[src/subtour_and_capacity_set_finder_core_defines.svh]
// Assertion macros used by the set finder controller
`ifndef SUBTOUR_AND_CAPACITY_SET_FINDER_CORE_DEFINES_SVH
`define SUBTOUR_AND_CAPACITY_SET_FINDER_CORE_DEFINES_SVH

// same-cycle implication, checked outside reset
`define SCSF_AST_NOW(name, ante, cons, msg) \
  name: assert property (@(posedge clk) disable iff (!rst_n) (ante) |-> (cons)) \
    else $error(msg);

// next-cycle implication, checked outside reset
`define SCSF_AST_NEXT(name, ante, cons, msg) \
  name: assert property (@(posedge clk) disable iff (!rst_n) (ante) |=> (cons)) \
    else $error(msg);

`endif

[src/scsf_pkg.sv]
// Types, constants and codes of the subtour and capacity set finder
package scsf_pkg;

  localparam int MAX_NODES  = 32;
  localparam int NODE_W     = 5;
  localparam int CNT_W      = 6;
  localparam int VALUE_W    = 16;
  localparam int DEM_W      = 16;
  localparam int CAP_W      = 16;
  localparam int SUM_W      = 21;
  localparam int ARC_AW     = 2 * NODE_W;
  localparam int ARC_DEPTH  = MAX_NODES * MAX_NODES;
  localparam int MAX_RESULTS = 63;
  localparam logic [CNT_W-1:0] MAX_SET_ITEMS = CNT_W'(MAX_RESULTS - 1);
  localparam logic [CNT_W-1:0] NODES_LIMIT   = CNT_W'(MAX_NODES);

  localparam logic CFG_NODE_COUNT = 1'b0;
  localparam logic CFG_CAPACITY   = 1'b1;

  localparam logic KIND_SUBTOUR = 1'b0;
  localparam logic KIND_ROUTE   = 1'b1;

  typedef enum logic [1:0] {
    OP_ARC  = 2'd0,
    OP_DEM  = 2'd1,
    OP_FIND = 2'd2,
    OP_NOP  = 2'd3
  } op_t;

  typedef enum logic [3:0] {
    ST_IDLE, ST_B_POP, ST_B_CUR, ST_A_RD, ST_A_EV, ST_S_SEED, ST_E_RD, ST_E_WR,
    ST_R_J, ST_R_JEV, ST_R_VISIT, ST_R_RD, ST_R_EV, ST_R_END, ST_FIN
  } state_t;

  typedef enum logic [1:0] {
    PH_REACH, PH_SUB, PH_ROUTE
  } phase_t;

  typedef struct packed {
    logic [1:0]         op;
    logic [NODE_W-1:0]  from_node;
    logic [NODE_W-1:0]  to_node;
    logic [VALUE_W-1:0] arc_value;
    logic [DEM_W-1:0]   demand;
    logic [VALUE_W-1:0] threshold;
  } in_word_t;

  typedef struct packed {
    logic [NODE_W-1:0] node_id;
    logic              set_kind;
    logic              last_of_set;
    logic              done_res;
  } out_word_t;

  typedef struct packed {
    logic load_arc;
    logic load_dem;
    logic find_start;
    logic pop;
    logic load_cur;
    logic arc_rd_scan;
    logic arc_rd_j;
    logic bfs_add;
    logic k_inc;
    logic proc_init;
    logic seed_start;
    logic s_inc;
    logic emit_init;
    logic emit_kind;
    logic emit_rd;
    logic emit_wr;
    logic route_init;
    logic route_start;
    logic visit;
    logic set_cur;
    logic done_wr;
  } dp_cmd_t;

  typedef struct packed {
    logic head_eq_tail;
    logic k_eq_n;
    logic s_ge_n;
    logic s_skip;
    logic scan_add;
    logic route_hit;
    logic j_take;
    logic cur_stop;
    logic i_eq_len;
    logic over_cap;
    logic out_free;
  } dp_sts_t;

endpackage

[src/scsf_ctrl.sv]
// Controller: sequences loads, the graph searches, route walks and set output
`include "subtour_and_capacity_set_finder_core_defines.svh"
module scsf_ctrl
  import scsf_pkg::*;
(
  input  logic        clk,
  input  logic        rst_n,
  input  logic        in_valid,
  output logic        in_stall,
  input  logic [1:0]  in_op,
  input  dp_sts_t     sts,
  output dp_cmd_t     cmd
);

  state_t state_r, state_nxt;
  phase_t phase_r, phase_nxt;
  logic   accept;

  always_ff @(posedge clk) begin
    if (!rst_n) begin
      state_r <= ST_IDLE;
      phase_r <= PH_REACH;
    end else begin
      state_r <= state_nxt;
      phase_r <= phase_nxt;
    end
  end

  assign in_stall = state_r != ST_IDLE;
  assign accept   = in_valid && !in_stall;

  always_comb begin
    state_nxt = state_r;
    phase_nxt = phase_r;
    cmd       = '0;
    case (state_r)
      ST_IDLE: begin
        if (accept) begin
          case (in_op)
            OP_ARC:  cmd.load_arc = 1'b1;
            OP_DEM:  cmd.load_dem = 1'b1;
            OP_FIND: begin
              cmd.find_start = 1'b1;
              phase_nxt      = PH_REACH;
              state_nxt      = ST_B_POP;
            end
            default: ;
          endcase
        end
      end
      ST_B_POP: begin
        if (sts.head_eq_tail) begin
          if (phase_r == PH_REACH) begin
            cmd.proc_init = 1'b1;
            phase_nxt     = PH_SUB;
            state_nxt     = ST_S_SEED;
          end else begin
            cmd.emit_init = 1'b1;
            cmd.emit_kind = KIND_SUBTOUR;
            state_nxt     = ST_E_RD;
          end
        end else begin
          cmd.pop   = 1'b1;
          state_nxt = ST_B_CUR;
        end
      end
      ST_B_CUR: begin
        cmd.load_cur = 1'b1;
        state_nxt    = ST_A_RD;
      end
      ST_A_RD: begin
        if (sts.k_eq_n) begin
          state_nxt = ST_B_POP;
        end else begin
          cmd.arc_rd_scan = 1'b1;
          state_nxt       = ST_A_EV;
        end
      end
      ST_A_EV: begin
        cmd.bfs_add = sts.scan_add;
        cmd.k_inc   = 1'b1;
        state_nxt   = ST_A_RD;
      end
      ST_S_SEED: begin
        if (sts.s_ge_n) begin
          cmd.route_init = 1'b1;
          phase_nxt      = PH_ROUTE;
          state_nxt      = ST_R_J;
        end else if (sts.s_skip) begin
          cmd.s_inc = 1'b1;
        end else begin
          cmd.seed_start = 1'b1;
          state_nxt      = ST_B_POP;
        end
      end
      ST_E_RD: begin
        if (sts.i_eq_len) begin
          cmd.s_inc = 1'b1;
          state_nxt = (phase_r == PH_ROUTE) ? ST_R_J : ST_S_SEED;
        end else begin
          cmd.emit_rd = 1'b1;
          state_nxt   = ST_E_WR;
        end
      end
      ST_E_WR: begin
        if (sts.out_free) begin
          cmd.emit_wr = 1'b1;
          state_nxt   = ST_E_RD;
        end
      end
      ST_R_J: begin
        if (sts.s_ge_n) begin
          state_nxt = ST_FIN;
        end else begin
          cmd.arc_rd_j = 1'b1;
          state_nxt    = ST_R_JEV;
        end
      end
      ST_R_JEV: begin
        if (sts.j_take) begin
          cmd.route_start = 1'b1;
          state_nxt       = ST_R_VISIT;
        end else begin
          cmd.s_inc = 1'b1;
          state_nxt = ST_R_J;
        end
      end
      ST_R_VISIT: begin
        if (sts.cur_stop) begin
          state_nxt = ST_R_END;
        end else begin
          cmd.visit = 1'b1;
          state_nxt = ST_R_RD;
        end
      end
      ST_R_RD: begin
        if (sts.k_eq_n) begin
          state_nxt = ST_R_END;
        end else begin
          cmd.arc_rd_scan = 1'b1;
          state_nxt       = ST_R_EV;
        end
      end
      ST_R_EV: begin
        if (sts.route_hit) begin
          cmd.set_cur = 1'b1;
          state_nxt   = ST_R_VISIT;
        end else begin
          cmd.k_inc = 1'b1;
          state_nxt = ST_R_RD;
        end
      end
      ST_R_END: begin
        if (sts.over_cap) begin
          cmd.emit_init = 1'b1;
          cmd.emit_kind = KIND_ROUTE;
          state_nxt     = ST_E_RD;
        end else begin
          cmd.s_inc = 1'b1;
          state_nxt = ST_R_J;
        end
      end
      ST_FIN: begin
        if (sts.out_free) begin
          cmd.done_wr = 1'b1;
          state_nxt   = ST_IDLE;
        end
      end
      default: state_nxt = ST_IDLE;
    endcase
  end

  `SCSF_AST_NEXT(a_find_leaves_idle, cmd.find_start, state_r == ST_B_POP, "find did not start search")
  `SCSF_AST_NOW(a_emit_slot_free, cmd.emit_wr || cmd.done_wr, sts.out_free, "word written over pending result")
  `SCSF_AST_NEXT(a_done_returns_idle, cmd.done_wr, state_r == ST_IDLE && !in_stall, "run did not close")

endmodule

[config.mk]
export PLATFORM = sky130hd
export DESIGN_NAME = scsf_ctrl
export DESIGN_NICKNAME = d
export VERILOG_FILES = /design/src/scsf_pkg.sv /design/src/scsf_ctrl.sv
export VERILOG_INCLUDE_DIRS = /design/src /design/src/src
export SDC_FILE = /design/constraint.sdc
export NUM_CORES = 1
export LEC_CHECK = 0
export ABC_AREA = 1
export BUFFER_PORTS_ARGS = -buffer_cell sky130_fd_sc_hd__buf_2
export CORE_UTILIZATION = 40
export CTS_BUF_LIST = sky130_fd_sc_hd__clkbuf_4
export CTS_CLUSTER_DIAMETER = 60
export DETAILED_ROUTE_END_ITERATION = 8
export PLACE_DENSITY = 0.71
export SYNTH_ARGS = -nofsm -noshare
export SYNTH_HDL_FRONTEND = slang
export SYNTH_SLANG_ARGS = --single-unit
[constraint.sdc]
create_clock -name clk -period 2.55 [get_ports clk]
set_clock_uncertainty 0.15 [all_clocks]
set_input_delay 0.51 -clock clk [delete_from_list [all_inputs] [get_ports clk]]
set_output_delay 0.51 -clock clk [all_outputs]
set_load 0.03 [all_outputs]
==> out/qor.yml, run 1 <==
drt_first_pass_iters: 6
fin_tns_setup_ps: 0
synthFlopType: "dfxtp_1"
post_drt_wl_per_cell_um: 10.3
p_sw_mw: 0.281
grt_use_total: 0.243
worstPathCellList: "inv_1 -> nand2_1 -> nor2_1 -> inv_1 -> nor2_1 -> a211oi_1 -> nand2_1 -> buf_2"
dpl-instance-area_um2: 930
crit_fanout: 6
clockBufferDepth: 2
min_from: "phase_r[0]"
worstSkewPairLatency_ps: 250
critical_path_depth: 8
hold_depth: 2
post-cts-setup-buffers: 0
p_comb_frac: 0.597
fill_cells: 174
cap_viol_max_count: 0
syn-mean-instance-area_um2: 5.03
fin_crit_sh: 0.891
die_x_um: 44.3
power_switching_share: 0.522
antenna_found_initial: 0
n_antenna_cell: 0
critical_path_required_ps: 1890
p_leak_nw: 0.639
dieHeight_um: 44.3
vias: 971
gp_congestion: 0.875
synth-seq-cells: 6
via_per_inst: 4.71
r2r_cells: 9
status: "finished with violations"
hold_end: "phase_r[0]"
fmax_mhz: 440
clkPwrFrac: 0.170
area_delta_synth_final_pct: 33.3
ir_drop_uv: 383
tightestPinTransition_ps: 282
slew-limit-headroom: 0.810
ys_types: 18
synth-edff-count: 0
grt_max_degree: 8
ys_seq_area_frac: 0.168
endpoint_kind: "output port"
seq_power_share: 0.233
violations: "design-rule violations"
holdCritPathClass: "reg2reg"
drc: 4
rsz0062_at_grt: "false"
core.rowCount: 14
cts_buffers: 3
grt_pass1_wl_mm: 3.45
crit_slowest_cell: "dfxtp_1"
path_buf_inv: 3
synthesis.instances: 142
cts_hold_buffers: 0
portBuffers: 37
cts-resized-gates: 0
clock-sinks: 6
ioPinCount: 38
reg2reg_slack_ps: 930
crit_family: "simple AND/OR/NAND/NOR gates"
synth_warnings: 0
stdcell_area_um2: 952
crit_path_start_kind: "flop"
slowest_delay_ps: 410
p_int_mw: 0.257
rr_startpoint: "state_r[1]"
h-tree-depth: 1
start_util: 0.448
core_um2: 1590
syn_area_um2: 714
die-area_um2: 1960
critPathArrivalTime_ps: 1610
finalHoldViolCount: 0
first_iter_violations: 26
grt_pass1_vias: 833
fin_crit_ps: 2270
wl_mm: 2.12
async_flop_share: 0
root_buffer: "clkbuf_4"
setup_viol: 0
syn_nets: 158
clkTransAtPathRegs_ps: 50
cts_tree: "yes"
ant_nets: 0
slew_viol_final: 0
powerDensity_nw_per_um2: 565
overflow: 0
nets: 200
drive_above_1_share: 0.297
r2r_end: "state_r[1]"
critPathKind: "reg2out"
hpwl_mm: 1.82
## per-stage QoR
| step | hold slack [ps] | util | cells | setup slack [ps] | power, mW |
|---|---|---|---|---|---|
| after floorplan | 291 | - | 142 | 421 | 0.357 |
| after global placement | 303 | 0.583 | 203 | 596 | 0.440 |
| after detailed placement | 312 | 0.583 | 203 | 567 | 0.445 |
| after CTS | 320 | 0.597 | 206 | 302 | 0.536 |
| after global routing | 350 | 0.597 | 206 | 117 | 0.586 |
| final | 315 | 0.597 | 206 | 278 | 0.538 |
## synthesized netlist by cell type (2+ instances only)
master,number,area share
nand2_1,44,0.23
inv_1,25,0.13
nor2_1,24,0.13
nor3_1,8,0.056
a21oi_1,7,0.049
dfxtp_1,6,0.17
nand3_1,5,0.035
inv_2,4,0.021
nand2_2,4,0.035
o21ai_0,4,0.028
nor2_2,3,0.026
nand4_1,2,0.018
## power by group through the flow
| stage | Combinational (mW) | Sequential [mW] | Clock, mW |
|---|---|---|---|
| 2_1_floorplan | 0.234 | 0.123 | 0 |
| 3_3_place_gp | 0.315 | 0.125 | 0 |
| 3_5_place_dp | 0.318 | 0.126 | 0 |
| 4_1_cts | 0.319 | 0.124 | 0.0932 |
| 5_1_grt | 0.358 | 0.127 | 0.101 |
| 6_report | 0.321 | 0.125 | 0.0913 |
## placed cells by master, fill, tap and decap left out, drive strengths merged
master / instances
nand2: 48
buf: 37
inv: 29
nor2: 28
nor3: 9
a21oi: 7
dfxtp: 6
nand3: 6
o21ai: 4
clkbuf: 3
nand4: 2
a211oi: 1
nor3b: 1
nand3b: 1
## tightest hold or removal path, delay by kind of cell, from the launching register on
kind	cells	cell delay [ps]
compound gates	1	50
flops	1	300
simple gates	1	60
## final cells by class
type                    count  area [um^2]  area share
multi-input cells         107          485       0.510
repair buffers             37          185       0.194
flip-flops and latches      6          120       0.126
inverters                  29          109       0.114
well taps                  24         30.0      0.0315
clock buffers               3         22.5      0.0237
## sequential cells by signal (all words and copies together) (netlist names)
register and flops:
phase_r 2, state_r 4
## worst max path at each step
stage | end | from
after floorplan | cmd[19] | state_r[0]
after global placement | cmd[9] | state_r[1]
after detailed placement | cmd[9] | state_r[1]
after CTS | cmd[9] | state_r[1]
after global routing | cmd[9] | state_r[1]
final | cmd[9] | state_r[1]
## logic make-up after synthesis
family,synth area share
flops,0.168
compound gates,0.0876
simple gates,0.592
buf+inv,0.152
## routing by layer
metal  wire length, um  GRT usage  up-vias  part of all wire
met4                44      0.121        0             0.021
met5                 0          0        -                 0
met2              1000      0.415       36              0.47
li1                  -          -      518                 -
met3               131     0.0408        6             0.062
met1               939      0.294      411              0.44
No activity file was read; power rests on OpenSTA's default activity.
==> run 2: changes to the inputs <==
--- a/config.mk
+++ b/config.mk
@@ -10,3 +10,5 @@
 export BUFFER_PORTS_ARGS = -buffer_cell sky130_fd_sc_hd__buf_2
-export CORE_UTILIZATION = 40
+export CELL_PAD_IN_SITES_DETAIL_PLACEMENT = 1
+export CELL_PAD_IN_SITES_GLOBAL_PLACEMENT = 2
+export CORE_UTILIZATION = 22
 export CTS_BUF_LIST = sky130_fd_sc_hd__clkbuf_4
@@ -14,3 +16,3 @@
 export DETAILED_ROUTE_END_ITERATION = 8
-export PLACE_DENSITY = 0.71
+export PLACE_DENSITY = 0.85
 export SYNTH_ARGS = -nofsm -noshare
--- a/constraint.sdc
+++ b/constraint.sdc
@@ -4,2 +4,2 @@
 set_output_delay 0.51 -clock clk [all_outputs]
-set_load 0.03 [all_outputs]
+set_load 0.005 [all_outputs]
==> run 2 against run 1 <==
Compared with the run above: the flow now finishes without violations; core utilization fell by 28 points; worst hold slack got worse by 5.7 ps; die area rose by 78%; setup slack improved by 97 ps; flip-flop and latch count did not move; final area rose by 2.6%; total power fell by 7.8%; final cell count rose by 9.7%.
==> out/qor.yml, run 2 (synthesis results as in run 1) <==
clkPwrFrac: 0.183  # +0.013
p_int_mw: 0.256  # -0.38%
critPathArrivalTime_ps: 1520  # -90 ps
clkTransAtPathRegs_ps: 50  # about the same
power_switching_share: 0.484  # -0.0383
fill_cells: 478  # +170%
die-area_um2: 3480  # +78%
die_x_um: 59.0  # +33%
fin_crit_ps: 2180  # -97.0 ps
ant_nets: 0  # unchanged
area_delta_synth_final_pct: 36.8
status: "finished clean"
post-cts-setup-buffers: 0  # unchanged
seq_power_share: 0.252  # +0.019
start_util: 0.232  # -0.216
cts_tree: "yes"
stdcell_count: 226  # +9.7%
drc: 0  # -4
core_um2: 3080  # +93%
pre_cts_ws_ps: 633  # +66.0 ps
dieHeight_um: 59.0  # +33%
crit_path_start_kind: "flop"
grt_pass1_vias: 952  # +14%
ir_drop_uv: 191  # -50%
p_leak_nw: 0.639  # unchanged
fin_crit_sh: 0.853  # -0.0380
largest_register_ffs: 4  # unchanged
nets: 200  # unchanged
drive_above_1_share: 0.297  # unchanged
p_sw_mw: 0.240  # -15%
layout_common_cells: "nand2_1 (44), buf_2 (37), inv_1 (25)"
fmax_mhz: 460  # +4.5%
via_per_inst: 4.51  # -4.2%
ioPinCount: 38  # unchanged
cts-resized-gates: 0  # unchanged
gp_congestion: 0.913  # +4.3%
dpl-instance-area_um2: 955  # +2.7%
finalHoldViolCount: 0  # unchanged
clock-sinks: 6  # unchanged
placed_cells: 223  # +9.9%
portBuffers: 37  # unchanged
crit_family: "flip-flops"
first_iter_violations: 15  # -42%
clockBufferDepth: 2  # unchanged
hpwl_mm: 2.35  # +29%
vias: 1020  # +5.0%
p_comb_frac: 0.565  # -0.032
tightestPinTransition_ps: 306  # +24.1 ps
crit_slowest_cell: "dfxtp_1"
post_drt_wl_per_cell_um: 11.8  # +15%
root_buffer: "clkbuf_4"
core.rowCount: 20  # +6
stdcell_area_um2: 977  # +2.6%
h-tree-depth: 1  # unchanged
endpoint_kind: "output port"
holdCritPathClass: "reg2reg"
largest-register: "state_r"
wl_mm: 2.66  # +26%
worstPathCellList: "inv_1 -> nand2_1 -> nor2_1 -> inv_1 -> nor2_1 -> a211oi_1 -> nand2_1 -> buf_2"
slew_viol_final: 0  # unchanged
fin_tns_setup_ps: 0  # unchanged
overflow: 0  # unchanged
crit_fanout: 6  # unchanged
path_buf_inv: 3  # unchanged
powerDensity_nw_per_um2: 508  # -10%
cts_buffers: 3  # unchanged
setup_viol: 0  # unchanged
setup_slack_ps: 375  # +97.0 ps
critical_path_required_ps: 1890  # about the same
slew-limit-headroom: 0.794  # -0.0162
worstSkewPairLatency_ps: 250  # about the same
antenna_found_initial: 0  # unchanged
drt_first_pass_iters: 4  # -2
cts_hold_buffers: 0  # unchanged
biggestRegsByFlops: "state_r x4, phase_r x2"
grt_max_degree: 8  # unchanged
final_common_cell: "nand2_1"
cap_viol_max_count: 0  # unchanged
grt_use_total: 0.167  # -0.0760
n_antenna_cell: 0  # unchanged
slowest_delay_ps: 400  # about the same
grt_pass1_wl_mm: 4.35  # +26%
critPathKind: "reg2out"
rsz0062_at_grt: "false"
==> run 2: tightest hold or removal path, stage by stage, from the launching register on <==
cell,delay [ps]
dfxtp_1,300
nand2_1,60
a21oi_1,50
==> run 2: power by group through the flow <==
stage,clock [mW],sequential [mW],combinational [mW]
3_5_place_dp,0,0.127,0.280
6_report,0.0908,0.125,0.281
4_1_cts,0.0935,0.125,0.282
2_1_floorplan,0,0.123,0.184
5_1_grt,0.102,0.127,0.320
3_3_place_gp,0,0.125,0.276
==> run 2: cell type report <==
cell class,count,area (um^2),share of cell area
timing repair buffer,37,185,0.190
tap,44,55.1,0.0563
sequential,6,120,0.123
multi-input combinational,107,485,0.497
inverter,29,109,0.111
clock buffer,3,22.5,0.0230
==> run 2: final timing paths <==
check | slack [ps] | end | cells after the start | from
hold reg to reg | 310 | phase_r[0] | 2 | phase_r[0]
setup reg to reg | 930 | state_r[0] | 8 | state_r[2]
setup / recovery | 370 | cmd[9] | 8 | state_r[1]
hold / removal | 310 | phase_r[0] | 2 | phase_r[0]
==> run 2: routing by layer <==
metal | share of wire | up-vias | GRT usage
met5 | 0 | - | 0
met3 | 0.043 | 2 | 0.0284
met2 | 0.49 | 27 | 0.289
met4 | 0.0060 | 0 | 0.0510
li1 | - | 518 | -
met1 | 0.46 | 473 | 0.212
==> run 2: through the flow <==
step           total power [mW]   util  hold slack (ps)
2_1_floorplan             0.307      -              291
3_3_place_gp              0.401  0.310              302
3_5_place_dp              0.406  0.310              309
4_1_cts                   0.501  0.317              316
5_1_grt                   0.549  0.317              323
6_report                  0.496  0.317              309
==> run 3: changes to the inputs <==
- GPL_ROUTABILITY_DRIVEN: not set -> 0
- MAX_ROUTING_LAYER: not set -> met4
==> run 3 against run 2 <==
Compared with the run above: sequential power is essentially flat; critical path type unchanged; final cell count unchanged; worst hold slack unchanged; combinational power hardly changed; global-route usage up 0.50 points.
==> out/qor.yml, run 3 (synthesis results as in run 1) <==
fmax_mhz: 460  # about the same
largest-register: "state_r"
top_layer: "met4"
slew_viol_final: 0  # unchanged
cts_hold_buffers: 0  # unchanged
reg2reg_slack_ps: 930  # about the same
layout_common_cells: "nand2_1 (44), buf_2 (37), inv_1 (25)"
via_per_inst: 4.51  # unchanged
fin_crit_sh: 0.853  # about the same
die_x_um: 59.0  # unchanged
h-tree-depth: 1  # unchanged
fin_tns_setup_ps: 0  # unchanged
min_from: "phase_r[0]"
seq_power_share: 0.252  # about the same
critPathArrivalTime_ps: 1520  # about the same
tightestPinTransition_ps: 306  # unchanged
grt_pass1_vias: 945  # -0.74%
post-cts-setup-buffers: 0  # unchanged
crit_path_start_kind: "flop"
grt_pass1_wl_mm: 4.35  # unchanged
met2_wirelength_mm: 1.32  # +0.23%
worstSkewPairLatency_ps: 250  # about the same
pre_cts_ws_ps: 633  # unchanged
post_drt_wl_per_cell_um: 11.8  # -0.11%
drive_above_1_share: 0.297  # unchanged
p_leak_nw: 0.639  # unchanged
status: "finished clean"
r2r_cells: 8  # unchanged
dr_wl_met3_um: 110  # -3.5%
crit_slowest_cell: "dfxtp_1"
overflow: 0  # unchanged
ant_nets: 0  # unchanged
critical_path_required_ps: 1890  # about the same
cts_buffers: 3  # unchanged
power_switching_share: 0.484  # about the same
fin_crit_ps: 2180  # -0.0570 ps
hold-worst-slack_ps: 309  # unchanged
crit_fanout: 6  # unchanged
hold_end: "phase_r[0]"
core.rowCount: 20  # unchanged
antenna_found_initial: 0  # unchanged
biggestRegsByFlops: "state_r x4, phase_r x2"
hpwl_mm: 2.35  # unchanged
critPathKind: "reg2out"
drt_first_pass_iters: 4  # unchanged
root_buffer: "clkbuf_4"
dieHeight_um: 59.0  # unchanged
stdcell_area_um2: 977  # unchanged
vias: 1020  # unchanged
cts_tree: "yes"
rr_startpoint: "state_r[2]"
m1WireLength_mm: 1.22  # -0.25%
holdCritPathClass: "reg2reg"
fin_util: 0.317  # unchanged
final_common_cell: "nand2_1"
r2r_end: "state_r[0]"
hold_depth: 2  # unchanged
ioPinCount: 38  # unchanged
die-area_um2: 3480  # unchanged
grt_max_degree: 8  # unchanged
p_int_mw: 0.256  # about the same
nets: 200  # unchanged
slew-limit-headroom: 0.794  # unchanged
core_um2: 3080  # unchanged
dpl-instance-area_um2: 955  # unchanged
cts-resized-gates: 0  # unchanged
grt_use_total: 0.172  # +0.00498
fill_cells: 478  # unchanged
first_iter_violations: 14  # -1
powerDensity_nw_per_um2: 508  # about the same
rsz0062_at_grt: "false"
endpoint_kind: "output port"
clock-sinks: 6  # unchanged
clkPwrFrac: 0.183  # about the same
clockBufferDepth: 2  # unchanged
cap_viol_max_count: 0  # unchanged
clkTransAtPathRegs_ps: 50  # about the same
p_sw_mw: 0.240  # about the same
n_antenna_cell: 0  # unchanged
drc: 0  # unchanged
finalHoldViolCount: 0  # unchanged
portBuffers: 37  # unchanged
ir_drop_uv: 191  # about the same
slowest_delay_ps: 400  # about the same
p_comb_frac: 0.565  # about the same
area_delta_synth_final_pct: 36.8  # unchanged
setup_slack_ps: 375  # +0.0570 ps
start_util: 0.232  # unchanged
worstPathCellList: "inv_1 -> nand2_1 -> nor2_1 -> inv_1 -> nor2_1 -> a211oi_1 -> nand2_1 -> buf_2"
setup_viol: 0  # unchanged
wl_mm: 2.66  # -0.11%
largest_register_ffs: 4  # unchanged
run 3: worst max-delay path, delay by kind of cell, from the launching register on:
| family | cells | cell delay, ps |
|---|---|---|
| DFF | 1 | 400 |
| and+or+nand+nor | 4 | 400 |
| buffers and inverters | 3 | 270 |
| AOI/OAI and AO/OA | 1 | 210 |
run 3: how the worst max path moves through the flow:
stage / startpoint / endpoint / slack, ps / cells after the start
final: state_r[1] / cmd[9] / 370 / 8
after global routing: state_r[1] / cmd[9] / 180 / 8
after CTS: state_r[1] / cmd[9] / 370 / 8
after detailed placement: state_r[1] / cmd[9] / 630 / 8
after global placement: state_r[1] / cmd[9] / 670 / 8
after floorplan: state_r[1] / cmd[9] / 890 / 7
run 3: layer usage:
layer / vias up / track usage
li1: 518 / -
met1: 473 / 0.212
met2: 27 / 0.289
met3: 2 / 0.0284
met4: 0 / 0.0510
met5: - / -
run 3: layout make-up:
type,instances,area [um^2],area share
flip-flops and latches,6,120,0.123
repair buffers,37,185,0.190
inverters,29,109,0.111
well taps,44,55.1,0.0563
clock buffers,3,22.5,0.0230
multi-input cells,107,485,0.497
run 3: power by group through the flow:
stage	Combinational, mW	Clock (mW)	Sequential, mW
after floorplan	0.184	0	0.123
after global placement	0.276	0	0.125
after detailed placement	0.280	0	0.127
after CTS	0.282	0.0935	0.125
after global routing	0.320	0.102	0.127
final	0.281	0.0908	0.125
run 3: stage by stage:
stage | power (mW) | cells
6_report | 0.496 | 226
3_5_place_dp | 0.406 | 223
5_1_grt | 0.549 | 226
2_1_floorplan | 0.307 | 142
3_3_place_gp | 0.401 | 223
4_1_cts | 0.501 | 226
